`src/rtl/acr_ram.sv`:
```
`default_nettype none

module acr_ram #(
	parameter int WIDTH = 8,
	parameter int DEPTH = 256
) (
	input  wire logic                             clk,
	input  wire logic                             we,
	input  wire logic [$clog2(DEPTH)-1:0]         waddr,
	input  wire logic [WIDTH-1:0]                 wdata,
	input  wire logic [$clog2(DEPTH)-1:0]         raddr,
	output logic      [WIDTH-1:0]                 rdata
);

	logic [WIDTH-1:0] mem [DEPTH];

	// One write port and one registered read port.
	always_ff @(posedge clk) begin
		if (we) begin
			mem[waddr] <= wdata;
		end
		rdata <= mem[raddr];
	end

endmodule

`default_nettype wire

```
`config.mk`:
```
export PLATFORM = sky130hd
export DESIGN_NAME = acr_ram
export DESIGN_NICKNAME = d
export VERILOG_FILES = /design/src/rtl/acr_ram.sv
export SDC_FILE = /design/constraint.sdc
export NUM_CORES = 2
export LEC_CHECK = 0
export BUFFER_PORTS_ARGS = -buffer_cell sky130_fd_sc_hd__buf_2
export CORE_AREA = 2 2 377 379
export CTS_CLUSTER_SIZE = 14
export DETAILED_ROUTE_END_ITERATION = 16
export DIE_AREA = 0 0 379 381
export GPL_TIMING_DRIVEN = 1
export HOLD_SLACK_MARGIN = 0.05
export PLACE_DENSITY = 0.76
export SETUP_SLACK_MARGIN = 0.1
export SLEW_MARGIN = 40
export SYNTH_ARGS = -nofsm -noshare
export SYNTH_HDL_FRONTEND = slang
export SYNTH_SLANG_ARGS = --single-unit
```
`constraint.sdc`:
```
create_clock -name clk -period 2.4 [get_ports clk]
set_clock_uncertainty 0.1 [all_clocks]
set_input_delay 0.24 -clock clk [delete_from_list [all_inputs] [get_ports clk]]
set_output_delay 0.24 -clock clk [all_outputs]
set_load 0.005 [all_outputs]
```
Word level (Yosys, flattened, before mapping)
Memory sizes are Yosys's and may differ from the RTL's. A register that Yosys moved wholly into a read port is not among the register bits.
Index checks and enable logic that the tools add are counted.
W data, S select, Z words.
{ "totals": {"ff_bits": 0, "ram_bits": 2048, "in_bits": 26, "output_inout_bits": 8, "wordCells": 3, "mem_count": 1} }
{ "mem_list": {"columns": ["memory", "words", "width", "rd", "rd_clocked_by_memory_dff", "write_ports", "line", "rtl"], "rows": [
  ["mem", 256, 8, 1, 1, 1, "15", "logic [WIDTH-1:0] mem [DEPTH];"]
]} }
{ "classes": {"n_mux": 2} }
{ "ops": {"columns": ["cell", "count"], "rows": [
  ["$mux W1", 2]
]} }

Longest topological paths before layout
{ "logic_depth": {"depth_word": 2, "mapped_depth": 11, "ltp_nobuf": 6} }

Least setup slack after synthesis
OpenSTA, ideal clock, no wires.
{ "synth_timing": {"kind": "input-to-reg", "start": "input raddr[0]", "end": "register rdata[2] (read register of mem)", "setup_ns": 0.131, "arrival_time_ns": 2.047, "path_slack_ns": 0.122, "path_stages": 9, "cell_sequence": "buf_6 buf_12 buf_8 buf_2 mux4_2 a22oi_1 a21oi_1 nor4_1 nor4_2"} }
{ "synth_lines": {"columns": ["item", "line", "rtl"], "rows": [
  ["start, declared", "11", "input wire logic [$clog2(DEPTH)-1:0] raddr,"],
  ["end, declared", "12", "output logic [WIDTH-1:0] rdata"]
]} }

==> out/metrics.yaml <==
timing:
  min_period_ps: 2500
  hold_viol: 0
  maxSlewViolCount: 0
  rsz0062_at_grt: "true"
  period_share_pct: 104
  finalSetupViolations: 3
  layout_setup_ws_ps: -95.2
  slew_headroom_pct: 47.4
  max_freq_ghz: 0.401
  tightest_slew_ps: 790
global_routing:
  grt_pass1_wl_mm: 300
  grt_pass1_vias: 43300
  grt_overflow_total: 0
  grtUsageTotal_pct: 29.2
  grt_max_degree: 96
  antenna_found_initial: 7
worst_setup_path:
  cp-start-kind: "flop"
  arrival_ps: 3100
  worstSetupPathType: "reg -> reg"
  crit_path_end_kind: "flop"
  required_ps: 3010
  critPathMaxFanout: 1
drt:
  drc: 0
  drt-total-wl_mm: 208
  first_pass_iters: 5
  viasPerCell: 6.63
  wire_per_inst_um: 32.0
  detail-route-antenna-nets: 0
  drt_iter0_drc: 7352
  via_count: 43200
place:
  dp_hpwl_mm: 128
  gp_congestion: 0.905
  dpl-instance-area_um2: 87100
  port_buffers: 33
floorplan:
  dieArea_um2: 144000
  start_util_pct: 56.6
  coreArea_um2: 141000
  die_w_um: 379
  rows: 138
  io_pins: 34
  die_height_um: 381
run:
  maxCapViolCount: 0
cts:
  h-tree-depth: 4
  cts_buffers: 191
  cts.sinks: 2056
  clockRootBuffer: "clkbuf_16"
  cts_buffer_depth: 3
  cts_setup_buffers: 0
  clk_pin_slew_ps: 60
  clock_latency_ps: 840
  cts_tree: "done"
logic_synthesis:
  ys_seq_area_share_pct: 77.5
  ys_types: 55
  synth_seq_cells: 2056
  postSynthAreaPerCell_um2: 21.3
  syn_inst: 3733
  netlist_area_um2: 79600
  synthTopCellsByCount: "edfxtp_1, mux4_2, nor2_1"
  synth_most_common_cell: "edfxtp_1"
  synthArstFlopShare_pct: 0
  synth_top_area_share_pct: 77.3
  synth-edff-count: 2048
  synth_area_leaders: "edfxtp_1, mux4_2, mux2i_1"
  synthFlopType: "edfxtp_1"
  yosysTopAreaCell: "edfxtp_1"
  ys_warn_count: 0
  syn-num-nets: 3759
status:
  violations: "setup timing"
  outcome: "finished with violations"
finish:
  final_area_um2: 93700
  utilization_pct: 66.7
  drive_gt1_share_pct: 33.3
  layout.nets: 4489
  area_growth_pct: 17.8
power:
  peakVddDrop_mv: 0.834
  p_total_uw: 73600
  power_density_nw_per_um2: 785
  power_leakage_uw: 0.0305
worst_hold_path:
  min_path_type: "in -> reg"
stage by stage:
| step | setup slack [ps] | hold slack (ps) | TNS [ps] | std cells |
|---|---|---|---|---|
| after global placement | -1790 | 538 | -8790 | 6148 |
| after CTS | -26.5 | 55.4 | -27.0 | 6505 |
| final | -95.2 | 126 | -127 | 6509 |
| after floorplan | 122 | 239 | 0 | 3733 |
| after global routing | -122 | 114 | -214 | 6506 |
| after detailed placement | -1160 | 523 | -7650 | 6149 |
routing by layer:
layer / routed length (µm) / GRT usage, % / up-vias
met5: 59 / 0 / -
met4: 8650 / 12.1 / 10
met3: 26400 / 6.19 / 531
met2: 99900 / 44.7 / 3235
met1: 73100 / 41.3 / 22200
li1: - / - / 17100
where the power goes:
group	leakage [µW]	switching, µW	internal [µW]	total, µW
combinational	0.00909	2600	1750	4360
clock	0.00295	13000	16600	29600
sequential	0.0185	85.0	39600	39700
total	0.0305	15700	57900	73600
path summary, 6_finish.rpt:
| kind | startpoint | to | slack [ps] | depth (start not counted) |
|---|---|---|---|---|
| max | mem[143][2] | rdata[2] | -100 | 8 |
| min | waddr[3] | mem[205][1] | 130 | 4 |
| max reg2reg | mem[143][2] | rdata[2] | -100 | 8 |
| min reg2reg | mem[33][5] | rdata[5] | 930 | 7 |
layout make-up:
cell class,count,area [µm²]
Sequential cell,2056,61700
Fill cell,8515,46800
Multi-Input combinational cell,1442,16900
Timing Repair Buffer,770,6750
Clock buffer,239,5030
Tap cell,1890,2360
Clock inverter,107,1000
Inverter,2,7.51
Antenna cell,3,7.51
worst max-delay path: stages, from the launching register on:
cell and delay (ps):
edfxtp_1 390, mux4_2 510, mux4_2 530, nor2_4 120, a2111oi_2 60, buf_4 190
nor3_4 260, buf_6 170, nor4_2 40
repair_timing:
| item | in CTS | in global routing |
|---|---|---|
| endpoints found under the setup margin | 8 | 8 |
| cloned | 0 | 1 |
| gates resized for setup | 53 | 26 |
| pin swaps | 6 | 15 |
| hold buffers | 10 | 0 |
| endpoints found under the hold margin | 934 | 0 |
flip-flops by register name, summed over array words and instances, names as in the netlist:
register  cells
mem        2048
rdata         8
cells by family (layout without fill, tap and decap cells):
| group | Yosys count | after routing | share of synthesized area [%] |
|---|---|---|---|
| other cells | 0 | 3 | 0 |
| simple gates | 466 | 466 | 2.63 |
| mux | 591 | 591 | 14.6 |
| buf+inv | 235 | 1118 | 1.83 |
| compound gates | 385 | 385 | 3.42 |
| flops | 2056 | 2056 | 77.5 |
placed cells by master (no fill, tap or decap), drive strengths merged, types with 3 or more instances in the layout:
| cell type | instances |
|---|---|
| o22a | 5 |
| nand3 | 34 |
| o221ai | 47 |
| a2111oi | 5 |
| a21oi | 96 |
| a221oi | 14 |
| a22oi | 133 |
| a22o | 8 |
| o32ai | 5 |
| nor2 | 282 |
| inv | 10 |
| clkbuf | 245 |
| nor4 | 27 |
| diode | 3 |
| edfxtp | 2048 |
| a211oi | 16 |
| buf | 754 |
| nand2 | 33 |
| o21ai | 12 |
| or2 | 4 |
| mux4 | 456 |
| dfxtp | 8 |
| o22ai | 28 |
| nor2b | 31 |
| nand4 | 10 |
| nand2b | 8 |
| mux2i | 134 |
| clkinvlp | 4 |
| clkinv | 79 |
| bufinv | 16 |
| and2 | 6 |
| o211ai | 10 |
| nor3 | 22 |
| dlygate4sd3 | 10 |
(Power assumes the default switching activity.)
